`src/hdl/cvsf_pkg.sv`:
```
// shared types, widths and codes for the window cv stability filter
`timescale 1ns / 1ps
package cvsf_pkg;

    localparam int DATA_W         = 14;
    localparam int WIN_W          = 5;
    localparam int LIM_W          = 7;
    localparam int CFG_W          = 14;
    localparam int IDX_W          = 2;
    localparam int STATUS_W       = 2;
    localparam int MAX_WINDOW_DEF = 16;
    localparam int QUEUE_DEPTH    = 2;
    localparam int CV_SCALE       = 10000;
    localparam int CV_SCALE_W     = 14;

    localparam logic [WIN_W-1:0]         WINDOW_RST   = 5'd10;
    localparam logic [LIM_W-1:0]         LIMIT_RST    = 7'd10;
    localparam logic signed [DATA_W-1:0] FALLBACK_RST = 14'sd2500;

    typedef enum logic [IDX_W-1:0] {
        REG_WINDOW   = 2'd0,
        REG_LIMIT    = 2'd1,
        REG_FALLBACK = 2'd2
    } t_reg_idx;

    typedef enum logic [STATUS_W-1:0] {
        ST_STABLE     = 2'd0,
        ST_CKPT       = 2'd1,
        ST_NONE       = 2'd2,
        ST_INCOMPLETE = 2'd3
    } t_status;

    typedef enum logic [1:0] {
        OP_SAMPLE = 2'd0,
        OP_SUBST  = 2'd1,
        OP_EVAL   = 2'd2
    } t_op;

    typedef struct packed {
        t_op                       op;
        logic signed [DATA_W-1:0]  temperature;
    } t_req;

endpackage

```
`src/hdl/cvsf_if.sv`:
```
// request, result and configuration channel interfaces
`timescale 1ns / 1ps
interface cvsf_in_if;
    logic                                 valid;
    logic                                 ready;
    logic                                 command;
    logic signed [cvsf_pkg::DATA_W-1:0]   temperature;
    logic                                 sensor_ok;

    modport source (output valid, output command, output temperature, output sensor_ok,
                    input ready);
    modport sink (input valid, input command, input temperature, input sensor_ok,
                  output ready);
endinterface

interface cvsf_out_if;
    logic                                 valid;
    logic                                 ready;
    logic [cvsf_pkg::STATUS_W-1:0]        status;
    logic signed [cvsf_pkg::DATA_W-1:0]   published_value;
    logic signed [cvsf_pkg::DATA_W-1:0]   window_mean;

    modport source (output valid, output status, output published_value,
                    output window_mean, input ready);
    modport sink (input valid, input status, input published_value,
                  input window_mean, output ready);
endinterface

interface cvsf_cfg_if;
    logic                                 valid;
    logic                                 ready;
    logic [cvsf_pkg::IDX_W-1:0]           index;
    logic [cvsf_pkg::CFG_W-1:0]           data;

    modport source (output valid, output index, output data, input ready);
    modport sink (input valid, input index, input data, output ready);
endinterface

```
`src/hdl/window_cv_stability_filter_unit.sv`:
```
// top level of the window cv stability filter
`timescale 1ns / 1ps
// Temperature samples (hundredths of a degree) and evaluate requests enter a two-entry
// queue at up to one per cycle while it has room; the back end drains it. A sample
// request occupies the back end while it is squared on the shared multiplier and then
// accumulated; a sample arriving at a full window is dropped. An evaluate request is
// paced by the bit-serial divider that forms the window mean; the variance test runs on
// the shared multiplier in parallel with it. An evaluate waits for the result register
// to be free. Configuration writes are accepted every cycle and must be issued only
// while the block is idle.
module window_cv_stability_filter_unit #(
    parameter int MAX_WINDOW = cvsf_pkg::MAX_WINDOW_DEF
) (
    input  logic         i_clk,
    input  logic         i_rst_n,
    cvsf_in_if.sink      i_in,
    cvsf_out_if.source   o_out,
    cvsf_cfg_if.sink     i_cfg
);

    logic            w_q_valid;
    cvsf_pkg::t_req  w_q_head;
    logic            w_q_pop;

    cvsf_front u_front (
        .i_clk     (i_clk),
        .i_rst_n   (i_rst_n),
        .i_in      (i_in),
        .o_q_valid (w_q_valid),
        .o_q_head  (w_q_head),
        .i_q_pop   (w_q_pop)
    );

    cvsf_back #(
        .MAX_WINDOW (MAX_WINDOW)
    ) u_back (
        .i_clk     (i_clk),
        .i_rst_n   (i_rst_n),
        .i_q_valid (w_q_valid),
        .i_q_head  (w_q_head),
        .o_q_pop   (w_q_pop),
        .i_cfg     (i_cfg),
        .o_out     (o_out)
    );

endmodule

```
`src/hdl/cvsf_front.sv`:
```
// front end: request intake, classification and the request queue
`timescale 1ns / 1ps
module cvsf_front (
    input  logic            i_clk,
    input  logic            i_rst_n,
    cvsf_in_if.sink         i_in,
    output logic            o_q_valid,
    output cvsf_pkg::t_req  o_q_head,
    input  logic            i_q_pop
);

    localparam int DEPTH = cvsf_pkg::QUEUE_DEPTH;
    localparam int PTR_W = (DEPTH > 1) ? $clog2(DEPTH) : 1;
    localparam int CNT_W = $clog2(DEPTH + 1);

    cvsf_pkg::t_req    r_mem [DEPTH];
    logic [PTR_W-1:0]  r_wr_ptr, n_wr_ptr;
    logic [PTR_W-1:0]  r_rd_ptr, n_rd_ptr;
    logic [CNT_W-1:0]  r_count, n_count;
    cvsf_pkg::t_req    w_req;
    logic              w_push;
    logic              w_pop;

    // classify the request
    always_comb begin
        w_req.temperature = i_in.temperature;
        if (i_in.command) begin
            w_req.op = cvsf_pkg::OP_EVAL;
        end else if (i_in.sensor_ok) begin
            w_req.op = cvsf_pkg::OP_SAMPLE;
        end else begin
            w_req.op = cvsf_pkg::OP_SUBST;
        end
    end

    assign i_in.ready = (r_count != CNT_W'(DEPTH));
    assign w_push     = i_in.valid && i_in.ready;
    assign w_pop      = i_q_pop && (r_count != '0);
    assign o_q_valid  = (r_count != '0);
    assign o_q_head   = r_mem[r_rd_ptr];

    always_comb begin
        n_wr_ptr = r_wr_ptr;
        n_rd_ptr = r_rd_ptr;
        n_count  = r_count;
        if (w_push) begin
            n_wr_ptr = (r_wr_ptr == PTR_W'(DEPTH - 1)) ? '0 : r_wr_ptr + 1'b1;
        end
        if (w_pop) begin
            n_rd_ptr = (r_rd_ptr == PTR_W'(DEPTH - 1)) ? '0 : r_rd_ptr + 1'b1;
        end
        if (w_push && !w_pop) begin
            n_count = r_count + 1'b1;
        end else if (w_pop && !w_push) begin
            n_count = r_count - 1'b1;
        end
    end

    always_ff @(posedge i_clk) begin
        if (!i_rst_n) begin
            r_wr_ptr <= '0;
            r_rd_ptr <= '0;
            r_count  <= '0;
        end else begin
            r_wr_ptr <= n_wr_ptr;
            r_rd_ptr <= n_rd_ptr;
            r_count  <= n_count;
        end
    end

    always_ff @(posedge i_clk) begin
        if (w_push) begin
            r_mem[r_wr_ptr] <= w_req;
        end
    end

endmodule

```
`src/hdl/cvsf_mul.sv`:
```
// shared unsigned multiplier with registered product
`timescale 1ns / 1ps
module cvsf_mul #(
    parameter int A_W = 36,
    parameter int B_W = 18
) (
    input  logic                 i_clk,
    input  logic [A_W-1:0]       i_a,
    input  logic [B_W-1:0]       i_b,
    output logic [A_W+B_W-1:0]   o_p
);

    logic [A_W+B_W-1:0] r_prod;

    always_ff @(posedge i_clk) begin
        r_prod <= i_a * i_b;
    end

    assign o_p = r_prod;

endmodule

```
`src/hdl/cvsf_div.sv`:
```
// bit-serial restoring divider, one quotient bit per cycle
`timescale 1ns / 1ps
module cvsf_div #(
    parameter int N_W = 18,
    parameter int D_W = 5
) (
    input  logic            i_clk,
    input  logic            i_rst_n,
    input  logic            i_start,
    input  logic [N_W-1:0]  i_dividend,
    input  logic [D_W-1:0]  i_divisor,
    output logic            o_busy,
    output logic [N_W-1:0]  o_quotient
);

    localparam int CNT_W = $clog2(N_W + 1);

    logic [N_W-1:0]    r_quo;
    logic [D_W-1:0]    r_rem;
    logic [D_W-1:0]    r_den;
    logic [CNT_W-1:0]  r_cnt;
    logic              r_busy;
    logic [D_W:0]      w_shift;
    logic [D_W:0]      w_diff;
    logic              w_ge;

    assign w_shift = {r_rem, r_quo[N_W-1]};
    assign w_ge    = (w_shift >= {1'b0, r_den});
    assign w_diff  = w_shift - {1'b0, r_den};

    always_ff @(posedge i_clk) begin
        if (!i_rst_n) begin
            r_busy <= 1'b0;
            r_cnt  <= '0;
        end else if (i_start) begin
            r_busy <= 1'b1;
            r_cnt  <= CNT_W'(N_W);
        end else if (r_busy) begin
            r_cnt <= r_cnt - 1'b1;
            if (r_cnt == CNT_W'(1)) begin
                r_busy <= 1'b0;
            end
        end
    end

    always_ff @(posedge i_clk) begin
        if (i_start) begin
            r_quo <= i_dividend;
            r_rem <= '0;
            r_den <= i_divisor;
        end else if (r_busy) begin
            r_quo <= {r_quo[N_W-2:0], w_ge};
            r_rem <= w_ge ? w_diff[D_W-1:0] : w_shift[D_W-1:0];
        end
    end

    assign o_busy     = r_busy;
    assign o_quotient = r_quo;

endmodule

```
`src/hdl/cvsf_back.sv`:
```
// back end: window accumulation, stability test, checkpoint and result register
`timescale 1ns / 1ps
module cvsf_back #(
    parameter int MAX_WINDOW = cvsf_pkg::MAX_WINDOW_DEF
) (
    input  logic            i_clk,
    input  logic            i_rst_n,
    input  logic            i_q_valid,
    input  cvsf_pkg::t_req  i_q_head,
    output logic            o_q_pop,
    cvsf_cfg_if.sink        i_cfg,
    cvsf_out_if.source      o_out
);

    localparam int DATA_W = cvsf_pkg::DATA_W;
    localparam int LIM_W  = cvsf_pkg::LIM_W;
    localparam int CW     = $clog2(MAX_WINDOW + 1);
    localparam int SUM_W  = DATA_W + $clog2(MAX_WINDOW);
    localparam int SQ_W   = 2 * DATA_W - 1 + $clog2(MAX_WINDOW);
    localparam int WIDE_W = SQ_W + CW;
    localparam int A_W    = WIDE_W;
    localparam int B_W    = (SUM_W > cvsf_pkg::CV_SCALE_W) ? SUM_W : cvsf_pkg::CV_SCALE_W;
    localparam int P_W    = A_W + B_W;
    localparam int CMP_W  = WIDE_W + cvsf_pkg::CV_SCALE_W;

    typedef enum logic [10:0] {
        S_IDLE    = 11'b000_0000_0001,
        S_SMP_MUL = 11'b000_0000_0010,
        S_SMP_ACC = 11'b000_0000_0100,
        S_E_SQ    = 11'b000_0000_1000,
        S_E_NQ    = 11'b000_0001_0000,
        S_E_TT    = 11'b000_0010_0000,
        S_E_SUB   = 11'b000_0100_0000,
        S_E_LHS   = 11'b000_1000_0000,
        S_E_RHS   = 11'b001_0000_0000,
        S_E_RES   = 11'b010_0000_0000,
        S_E_DONE  = 11'b100_0000_0000
    } t_state;

    t_state                         r_state, n_state;
    logic [cvsf_pkg::WIN_W-1:0]     r_window;
    logic [LIM_W-1:0]               r_limit;
    logic signed [DATA_W-1:0]       r_fallback;
    logic signed [SUM_W-1:0]        r_sum;
    logic [SQ_W-1:0]                r_sq;
    logic [CW-1:0]                  r_count;
    logic signed [DATA_W-1:0]       r_ckpt;
    logic                           r_ckpt_valid;
    logic signed [DATA_W-1:0]       r_v;
    logic [WIDE_W-1:0]              r_s2;
    logic [WIDE_W-1:0]              r_nq;
    logic [WIDE_W-1:0]              r_spread;
    logic [2*LIM_W-1:0]             r_t2;
    logic [CMP_W-1:0]               r_lhs;
    logic [CMP_W-1:0]               r_rhs;
    logic                           r_out_valid;
    cvsf_pkg::t_status              r_status;
    logic signed [DATA_W-1:0]       r_pub;
    logic signed [DATA_W-1:0]       r_mean;

    logic [CW-1:0]                  w_n;
    logic signed [DATA_W-1:0]       w_sub;
    logic [DATA_W-1:0]              w_v_mag;
    logic [SUM_W-1:0]               w_sum_mag;
    logic [A_W-1:0]                 w_mul_a;
    logic [B_W-1:0]                 w_mul_b;
    logic [P_W-1:0]                 w_mul_p;
    logic                           w_div_start;
    logic                           w_div_busy;
    logic [SUM_W-1:0]               w_div_quo;
    logic [DATA_W-1:0]              w_quo_t;
    logic signed [DATA_W-1:0]       w_mean;
    logic                           w_in_room;
    logic                           w_full;
    logic                           w_pos;
    logic                           w_unstable;
    logic                           w_finish;

    // effective window size
    always_comb begin
        if (r_window == '0) begin
            w_n = CW'(1);
        end else if (int'(r_window) > MAX_WINDOW) begin
            w_n = CW'(MAX_WINDOW);
        end else begin
            w_n = CW'(r_window);
        end
    end

    assign w_sub       = r_ckpt_valid ? r_ckpt : r_fallback;
    assign w_v_mag     = r_v[DATA_W-1] ? (~r_v + 1'b1) : r_v;
    assign w_sum_mag   = r_sum[SUM_W-1] ? (~r_sum + 1'b1) : r_sum;
    assign w_in_room   = (r_count < w_n);
    assign w_full      = (r_count == w_n);
    assign w_pos       = !r_sum[SUM_W-1] && (r_sum != '0);
    assign w_unstable  = w_pos && (r_lhs > r_rhs);
    assign w_quo_t     = w_div_quo[DATA_W-1:0];
    assign w_mean      = r_sum[SUM_W-1] ? DATA_W'(~w_quo_t + 1'b1) : w_quo_t;
    assign w_finish    = (r_state == S_E_DONE) && !w_div_busy;

    assign o_q_pop     = (r_state == S_IDLE) && i_q_valid
                         && ((i_q_head.op != cvsf_pkg::OP_EVAL) || !r_out_valid);
    assign w_div_start = o_q_pop && (i_q_head.op == cvsf_pkg::OP_EVAL);

    always_comb begin
        n_state = r_state;
        unique case (r_state)
            S_IDLE: begin
                if (o_q_pop) begin
                    unique case (i_q_head.op) inside
                        cvsf_pkg::OP_SAMPLE, cvsf_pkg::OP_SUBST: begin
                            if (w_in_room) begin
                                n_state = S_SMP_MUL;
                            end
                        end
                        cvsf_pkg::OP_EVAL: n_state = S_E_SQ;
                        default: ;
                    endcase
                end
            end
            S_SMP_MUL: n_state = S_SMP_ACC;
            S_SMP_ACC: n_state = S_IDLE;
            S_E_SQ:    n_state = S_E_NQ;
            S_E_NQ:    n_state = S_E_TT;
            S_E_TT:    n_state = S_E_SUB;
            S_E_SUB:   n_state = S_E_LHS;
            S_E_LHS:   n_state = S_E_RHS;
            S_E_RHS:   n_state = S_E_RES;
            S_E_RES:   n_state = S_E_DONE;
            S_E_DONE: begin
                if (!w_div_busy) begin
                    n_state = S_IDLE;
                end
            end
            default:   n_state = S_IDLE;
        endcase
    end

    // operand select for the shared multiplier
    always_comb begin
        w_mul_a = '0;
        w_mul_b = '0;
        unique case (r_state)
            S_SMP_MUL: begin
                w_mul_a = A_W'(w_v_mag);
                w_mul_b = B_W'(w_v_mag);
            end
            S_E_SQ: begin
                w_mul_a = A_W'(w_sum_mag);
                w_mul_b = B_W'(w_sum_mag);
            end
            S_E_NQ: begin
                w_mul_a = A_W'(r_sq);
                w_mul_b = B_W'(w_n);
            end
            S_E_TT: begin
                w_mul_a = A_W'(r_limit);
                w_mul_b = B_W'(r_limit);
            end
            S_E_LHS: begin
                w_mul_a = r_spread;
                w_mul_b = B_W'(cvsf_pkg::CV_SCALE);
            end
            S_E_RHS: begin
                w_mul_a = r_s2;
                w_mul_b = B_W'(r_t2);
            end
            default: ;
        endcase
    end

    cvsf_mul #(
        .A_W (A_W),
        .B_W (B_W)
    ) u_mul (
        .i_clk (i_clk),
        .i_a   (w_mul_a),
        .i_b   (w_mul_b),
        .o_p   (w_mul_p)
    );

    cvsf_div #(
        .N_W (SUM_W),
        .D_W (CW)
    ) u_div (
        .i_clk      (i_clk),
        .i_rst_n    (i_rst_n),
        .i_start    (w_div_start),
        .i_dividend (w_sum_mag),
        .i_divisor  (w_n),
        .o_busy     (w_div_busy),
        .o_quotient (w_div_quo)
    );

    assign i_cfg.ready = 1'b1;

    always_ff @(posedge i_clk) begin
        if (!i_rst_n) begin
            r_state      <= S_IDLE;
            r_window     <= cvsf_pkg::WINDOW_RST;
            r_limit      <= cvsf_pkg::LIMIT_RST;
            r_fallback   <= cvsf_pkg::FALLBACK_RST;
            r_sum        <= '0;
            r_sq         <= '0;
            r_count      <= '0;
            r_ckpt       <= '0;
            r_ckpt_valid <= 1'b0;
            r_out_valid  <= 1'b0;
        end else begin
            r_state <= n_state;
            if (i_cfg.valid && i_cfg.ready) begin
                unique case (i_cfg.index)
                    cvsf_pkg::REG_WINDOW:   r_window   <= i_cfg.data[cvsf_pkg::WIN_W-1:0];
                    cvsf_pkg::REG_LIMIT:    r_limit    <= i_cfg.data[LIM_W-1:0];
                    cvsf_pkg::REG_FALLBACK: r_fallback <= $signed(i_cfg.data);
                    default: ;
                endcase
            end
            if (o_out.valid && o_out.ready) begin
                r_out_valid <= 1'b0;
            end
            if (r_state == S_SMP_MUL) begin
                r_sum   <= r_sum + SUM_W'(r_v);
                r_count <= r_count + 1'b1;
            end
            if (r_state == S_SMP_ACC) begin
                r_sq <= r_sq + SQ_W'(w_mul_p[2*DATA_W-1:0]);
            end
            if (w_finish) begin
                r_sum       <= '0;
                r_sq        <= '0;
                r_count     <= '0;
                r_out_valid <= 1'b1;
                if (w_full && !w_unstable) begin
                    r_ckpt       <= w_mean;
                    r_ckpt_valid <= 1'b1;
                end
            end
        end
    end

    always_ff @(posedge i_clk) begin
        if (o_q_pop) begin
            r_v <= (i_q_head.op == cvsf_pkg::OP_SAMPLE) ? i_q_head.temperature : w_sub;
        end
        unique case (r_state)
            S_E_NQ:  r_s2 <= w_mul_p[WIDE_W-1:0];
            S_E_TT:  r_nq <= w_mul_p[WIDE_W-1:0];
            S_E_SUB: begin
                r_t2     <= w_mul_p[2*LIM_W-1:0];
                r_spread <= r_nq - r_s2;
            end
            S_E_RHS: r_lhs <= w_mul_p[CMP_W-1:0];
            S_E_RES: r_rhs <= w_mul_p[CMP_W-1:0];
            default: ;
        endcase
        if (w_finish) begin
            if (!w_full) begin
                r_status <= cvsf_pkg::ST_INCOMPLETE;
                r_pub    <= '0;
                r_mean   <= '0;
            end else if (!w_unstable) begin
                r_status <= cvsf_pkg::ST_STABLE;
                r_pub    <= w_mean;
                r_mean   <= w_mean;
            end else if (r_ckpt_valid) begin
                r_status <= cvsf_pkg::ST_CKPT;
                r_pub    <= r_ckpt;
                r_mean   <= w_mean;
            end else begin
                r_status <= cvsf_pkg::ST_NONE;
                r_pub    <= '0;
                r_mean   <= w_mean;
            end
        end
    end

    assign o_out.valid           = r_out_valid;
    assign o_out.status          = r_status;
    assign o_out.published_value = r_pub;
    assign o_out.window_mean     = r_mean;

endmodule

```
`src/flat_wrapper.sv`:
```
// flat-port wrapper written by rule: the top's interface ports become plain ports
module window_cv_stability_filter_unit_flat 
#(
    parameter int MAX_WINDOW = cvsf_pkg::MAX_WINDOW_DEF
)
  (i_clk, i_rst_n, i_in_valid, i_in_command, i_in_temperature, i_in_sensor_ok, i_in_ready, o_out_valid, o_out_status, o_out_published_value, o_out_window_mean, o_out_ready, i_cfg_valid, i_cfg_index, i_cfg_data, i_cfg_ready);
  cvsf_in_if i_in_i ();
  cvsf_out_if o_out_i ();
  cvsf_cfg_if i_cfg_i ();
  input  logic i_clk;
  input  logic i_rst_n;
  input wire logic [$bits(i_in_i.valid)-1:0] i_in_valid;
  input wire logic [$bits(i_in_i.command)-1:0] i_in_command;
  input wire logic [$bits(i_in_i.temperature)-1:0] i_in_temperature;
  input wire logic [$bits(i_in_i.sensor_ok)-1:0] i_in_sensor_ok;
  output wire logic [$bits(i_in_i.ready)-1:0] i_in_ready;
  output wire logic [$bits(o_out_i.valid)-1:0] o_out_valid;
  output wire logic [$bits(o_out_i.status)-1:0] o_out_status;
  output wire logic [$bits(o_out_i.published_value)-1:0] o_out_published_value;
  output wire logic [$bits(o_out_i.window_mean)-1:0] o_out_window_mean;
  input wire logic [$bits(o_out_i.ready)-1:0] o_out_ready;
  input wire logic [$bits(i_cfg_i.valid)-1:0] i_cfg_valid;
  input wire logic [$bits(i_cfg_i.index)-1:0] i_cfg_index;
  input wire logic [$bits(i_cfg_i.data)-1:0] i_cfg_data;
  output wire logic [$bits(i_cfg_i.ready)-1:0] i_cfg_ready;
  assign i_in_i.valid = i_in_valid;
  assign i_in_i.command = i_in_command;
  assign i_in_i.temperature = i_in_temperature;
  assign i_in_i.sensor_ok = i_in_sensor_ok;
  assign i_in_ready = i_in_i.ready;
  assign o_out_valid = o_out_i.valid;
  assign o_out_status = o_out_i.status;
  assign o_out_published_value = o_out_i.published_value;
  assign o_out_window_mean = o_out_i.window_mean;
  assign o_out_i.ready = o_out_ready;
  assign i_cfg_i.valid = i_cfg_valid;
  assign i_cfg_i.index = i_cfg_index;
  assign i_cfg_i.data = i_cfg_data;
  assign i_cfg_ready = i_cfg_i.ready;
  window_cv_stability_filter_unit #(.MAX_WINDOW(MAX_WINDOW)) u_core (.i_clk(i_clk), .i_rst_n(i_rst_n), .i_in(i_in_i), .o_out(o_out_i), .i_cfg(i_cfg_i));
endmodule
```
`config.mk`:
```
export PLATFORM = sky130hd
export DESIGN_NAME = window_cv_stability_filter_unit_flat
export DESIGN_NICKNAME = d
export VERILOG_FILES = /design/src/hdl/cvsf_pkg.sv /design/src/hdl/cvsf_if.sv /design/src/hdl/window_cv_stability_filter_unit.sv /design/src/hdl/cvsf_front.sv /design/src/hdl/cvsf_mul.sv /design/src/hdl/cvsf_div.sv /design/src/hdl/cvsf_back.sv /design/src/flat_wrapper.sv
export SDC_FILE = /design/constraint.sdc
export NUM_CORES = 2
export LEC_CHECK = 0
export BUFFER_PORTS_ARGS = -buffer_cell sky130_fd_sc_hd__buf_2
export CORE_AREA = 8 8 393 395
export CTS_BUF_LIST = sky130_fd_sc_hd__clkbuf_16
export CTS_CLUSTER_DIAMETER = 100
export DETAILED_ROUTE_END_ITERATION = 8
export DIE_AREA = 0 0 401 403
export GPL_TIMING_DRIVEN = 0
export PLACE_DENSITY = 0.53
export SLEW_MARGIN = 20
export SYNTH_ARGS = -nofsm -noshare
export SYNTH_HDL_FRONTEND = slang
export SYNTH_HIERARCHICAL = 1
export SYNTH_SLANG_ARGS = --single-unit
```
`constraint.sdc`:
```
create_clock -name i_clk -period 11.44 [get_ports i_clk]
set_input_delay 2.288 -clock i_clk [delete_from_list [all_inputs] [get_ports i_clk]]
set_output_delay 2.288 -clock i_clk [all_outputs]
set_load 0.01 [all_outputs]
```
# After elaboration in Yosys (flattened, before gate mapping)
# Memories as Yosys holds them, arrays and structs flattened. A register that Yosys moved wholly into a read port is not among the register bits.
# Index checks and enable logic that the tools add are counted.
# W data, S select, Z words.
dict set report word_totals {
  regBits 461
  latch_bits 0
  ramBits 32
  rom_bits 0
  output_inout_bits 33
  elab_cells 149
  memories 1
}
# memory depth width read_ports rd_clocked_by_memory_dff write_ports line_no
set memory_table {}
lappend memory_table {u_core.u_front.r_mem 2 16 1 1 1 cvsf_front.sv:16} ;# cvsf_pkg::t_req r_mem [DEPTH];
dict set report op_classes {
  add_sub_neg 13
  mul 1
  div_mod_pow 0
  order_cmp 4
  n_eq_ne 23
  n_shift 0
  mux 38
  bitwise_logic 4
  n_reduce_logical 35
}
# cell n
set ops {}
lappend ops {{$pmux W36 S6} 1}
lappend ops {{$pmux W11 S10} 1}
lappend ops {{$pmux W18 S6} 1}
lappend ops {{$mux W14} 6}
lappend ops {{$mux W18} 3}
lappend ops {{$gt A50 B50 Y1} 1}
lappend ops {{$mul A36 B18 Y50} 1}
lappend ops {{$sub A36 B36 Y36} 1}
lappend ops {{$mux W11} 3}
lappend ops {{$add A31 B28 Y31} 1}
lappend ops {{$add A14 B1 Y14 const B} 2}
lappend ops {{$not A14 Y14} 2}
lappend ops {{$mux W5} 5}
lappend ops {{$pmux W11 S2} 1}
lappend ops {{$add A18 B1 Y18 const B} 1}
lappend ops {{$add A18 B14 Y18} 1}
lappend ops {{$not A18 Y18} 1}
lappend ops {{$reduce_bool A18 Y1} 1}
lappend ops {{$logic_and A1 B1 Y1} 12}
lappend ops {{$mux W1} 12}
lappend ops {{$eq A11 B1 Y1 const B} 1}
lappend ops {{$eq A11 B10 Y1 const B} 1}
lappend ops {{$eq A11 B11 Y1 const B} 1}
lappend ops {{$eq A11 B2 Y1 const B} 1}
lappend ops {{33 further kinds} 57}

# Depth between registers and ports, before layout
dict set report depth {
  word_depth 8
  depth_mapped 33
}

# By module
# Netlist, hierarchy kept.
# mod n_inst cells_each area_per_inst_um2 seq_area_each_um2
set by_module_without_submodules {}
lappend by_module_without_submodules {cvsf_mul 1 2418 21374.2 1081.0}
lappend by_module_without_submodules {cvsf_back 1 1869 19687.6 10129.7}
lappend by_module_without_submodules {cvsf_div 1 130 1622.8 910.9}
lappend by_module_without_submodules {cvsf_front 1 75 1397.6 1061.0}

# Least setup slack after synthesis
# OpenSTA, ideal clock, no wires.
dict set report synth_path {
  path_type {register to register}
  startpoint {reg u_core.u_back.r_state[6]}
  endpoint {reg u_core.u_back.u_mul.r_prod[48], in the netlist u_core/u_back/u_mul/o_p[48]}
  setup_ns 0.062
  arrival_time_ns 9.164
  t_required_ns 11.378
  setup_slack_ns 2.214
  path_stages_with_launch 29
  n_path_buf 3
  period_less_slack_ns 9.226
  path_cell_list {dfxtp_1 > nor3_1 > and3_1 > clkbuf_1 > nand2_1 > nor3b_2 > a221oi_1 > nand2_1 > clkbuf_1 > clkbuf_1 > nand2_1 > fa_1 > fa_1 > fa_1 > fa_1 > inv_1 > fa_1 > inv_1 > fa_1 > inv_1 > ha_1 > a21o_1 > a21o_1 > a41o_1 > a2111o_1 > and4_1 > a311o_1 > or4_1 > nand3_1}
}
dict set report synth_via {
  elab_chain_len 3
}
# element line_no
set synth_rtl {}
lappend synth_rtl {{start: declaration} cvsf_back.sv:40} ;# t_state r_state, n_state;
lappend synth_rtl {{start signal: assignment} cvsf_back.sv:210} ;# r_state <= n_state;
lappend synth_rtl {{$eq A11 B9 Y1 (tied with other cells)} cvsf_back.sv:143} ;# unique case (r_state)
lappend synth_rtl {{$pmux W18 S6 *} cvsf_back.sv:143}
lappend synth_rtl {{via u_core.u_back.w_mul_b[3]} cvsf_back.sv:66} ;# logic [B_W-1:0] w_mul_b;
lappend synth_rtl {{$mul A36 B18 Y50 *} cvsf_mul.sv:16} ;# r_prod <= i_a * i_b;
lappend synth_rtl {{end signal: assignment} cvsf_mul.sv:16}
lappend synth_rtl {{end: declaration} cvsf_mul.sv:13} ;# logic [A_W+B_W-1:0] r_prod;
# The timed path passes the listed nets; every way through them passes the cells marked *.
# A chain may end at the register's enable or synchronous reset.

# Worst setup path after layout
dict set report layout_path {
  startpoint {reg u_core.u_back.r_state[3]}
  endpoint {reg u_core.u_back.u_mul.r_prod[47], in the netlist u_core/u_back/u_mul/o_p[47]}
}
# The elaborated chain is that of the path after synthesis.

==> out/results.txt <==
Status - finished clean
Cell area after synthesis - 43500 um2
Drt wl/cell - 19.6 um
Slew Viols, Final - 0
Grt ovf - 0
Filler cells - 15300
Fin cells - 6545
Htree depth - 2
Most common cell after layout, fill and taps aside - inv_1
Final setup fails - 0
Placed Area - 46500 um2
Worst hold path class - register to register
Clk buf depth - 3
# rows - 142
Final core occ - 0.325
Final ANT Viol Nets - 0
Syn nets - 5265
I/O Buffers - 68
# Max-Cap Violations - 0
Die Height - 403 um
CTS clk-pin slew, worst paths - 60 ps
RSZ-0062 raised after global routing - no
Core ar. - 149000 um2
Area Overhead vs Synth - 11.2%
Initial Util - 0.293
Top sig layer - met4
F_max - 91.6 MHz
DPL Wire Length - 104000 um
Peak VDD IR - 0.109 mV
Post-Route M1 WL - 58300 um
Via-per-instance ratio - 4.85
Final min period - 10920 ps
First-pass GRT wire length - 197000 um
Arrival time at the worst endpoint - 11450 ps
TritonCTS clock tree - done
CP Launch Type - register
CTS root buf - clkbuf_16
Final WL - 129000 um
Mapped Avg Cell Area - 9.83 um2
Vias in the first global route - 32800
Clock sinks - 494
Largest net degree at the start of global routing - 49
Synth Warn # - 6
Gr usage total - 0.156
Post-placement cell count - 6446
Die span in x - 401 um
Clock Skew - 47.7 ps
Critical Path Sink Type - register
Mapped Cells - 4424
Nets - 5397
Initial DRC count - 2348
Required @ worst endpoint - 11970 ps
Static leakage - 21.9 nW
Crit-path slowest cell - a2111oi_0
Die area - 162000 um2
Worst-Skew Late Latency - 620 ps
Post-route cell area - 48300 um2
CTS Buf Count - 52
Power per standard cell area - 99.6 nW/um2
Hold-fix buffers, CTS - 0
Crit path top cell by count - fa_1
Postcts setup bufs - 0
DR WL met2 - 59200 um
Max_slew headroom - 0.273
WL met3 - 7180 um
Routed vias - 31700
Setup WS pre-CTS - 472 ps
Iteration count of the initial detailed-routing pass - 6
Routability cong. - 0.915
Slew of the pin with the lowest slew margin - 1090 ps
Most frequent cells in the layout - 752 x inv_1, 655 x nand2_1, 546 x fa_1
Worst setup margin - 522 ps
# resized after CTS - 0
Total power - 4.81 mW
# DRC - 0
WS Path Type - register to register
IO Pins - 70
Final Cycle Share - 0.954
Initial antenna violation count - 6
Final hold vios - 0
CP Max Fanout - 41
Share of layout cells above drive strength 1 - 0.0561
Worst path max stage delay - 710 ps
[metrics by stage]
stage / hold slack (ps) / setup TNS, ps
final: 419 / 0
after detailed placement: 413 / 0
after global placement: 407 / -35560
after global routing: 422 / 0
after floorplan: 404 / 0
after CTS: 422 / 0
[power breakdown]
group	internal, mW	switching [mW]
combinational	0.298	0.556
clock	1.07	0.747
sequential	2.02	0.119
[worst max-delay path: cells and delay by family, from the launching register on]
kind	cells	cell delay, ps
AO/OA/AOI/OAI	4	1480
XOR/XNOR	1	140
adder cells (fa/ha/maj)	7	3400
buffers and inverters	6	2590
flip-flops	1	400
AND/OR/NAND/NOR	9	2770
[routing by layer]
layer	vias up	GRT usage
met5	-	0
met1	16000	0.214
li1	14600	-
met3	169	0.0192
met2	909	0.259
met4	0	0.0428
[cell type report]
| class | instances | area [um2] | share of cell area |
|---|---|---|---|
| clock buffers | 54 | 1350 | 0.0280 |
| well taps | 1944 | 2430 | 0.0503 |
| plain buffers | 192 | 774 | 0.0160 |
| repair buffers | 78 | 503 | 0.0104 |
| clock inverters | 43 | 504 | 0.0104 |
| diodes | 2 | 5.00 | 0.000104 |
| flip-flops and latches | 494 | 13100 | 0.271 |
| inverters | 748 | 2810 | 0.0581 |
| multi-input cells | 2990 | 26800 | 0.555 |
[state kept, by name (all words and copies together) (netlist names), 5 cells and up, named ones only]
register and count:
u_core/u_back/r_s2 36, u_core/u_back/r_ckpt 14, u_core/u_back/o_out.published_value 14, u_core/u_back/r_t2 14, u_core/u_back/u_div/o_quotient 18, u_core/u_back/r_fallback 14
u_core/u_back/u_div/r_rem 5, u_core/u_back/u_div/r_den 5, u_core/u_back/u_div/r_cnt 5, u_core/u_back/o_out.window_mean 14, u_core/u_back/u_mul/o_p 50, u_core/u_back/r_state 11
u_core/u_back/r_rhs 50, u_core/u_back/r_limit 7, u_core/u_back/r_window 5, u_core/u_back/r_v 14, u_core/u_back/r_spread 36, u_core/u_back/r_count 5
u_core/u_back/r_nq 36, u_core/u_front/r_mem 32, u_core/u_back/r_sq 31, u_core/u_back/r_lhs 50, u_core/u_back/r_sum 18
[worst paths after layout]
path | startpoint | to | slack, ps | cells past startpoint
worst min register to register | u_core/u_back/u_mul/o_p[37] | u_core/u_back/r_lhs[37] | 420 | 0
worst max-delay path | u_core/u_back/r_state[3] | u_core/u_back/u_mul/o_p[47] | 520 | 27
worst max register to register | u_core/u_back/r_state[3] | u_core/u_back/u_mul/o_p[47] | 520 | 27
worst min-delay path | u_core/u_back/u_mul/o_p[37] | u_core/u_back/r_lhs[37] | 420 | 0
(Power assumes the default switching activity.)
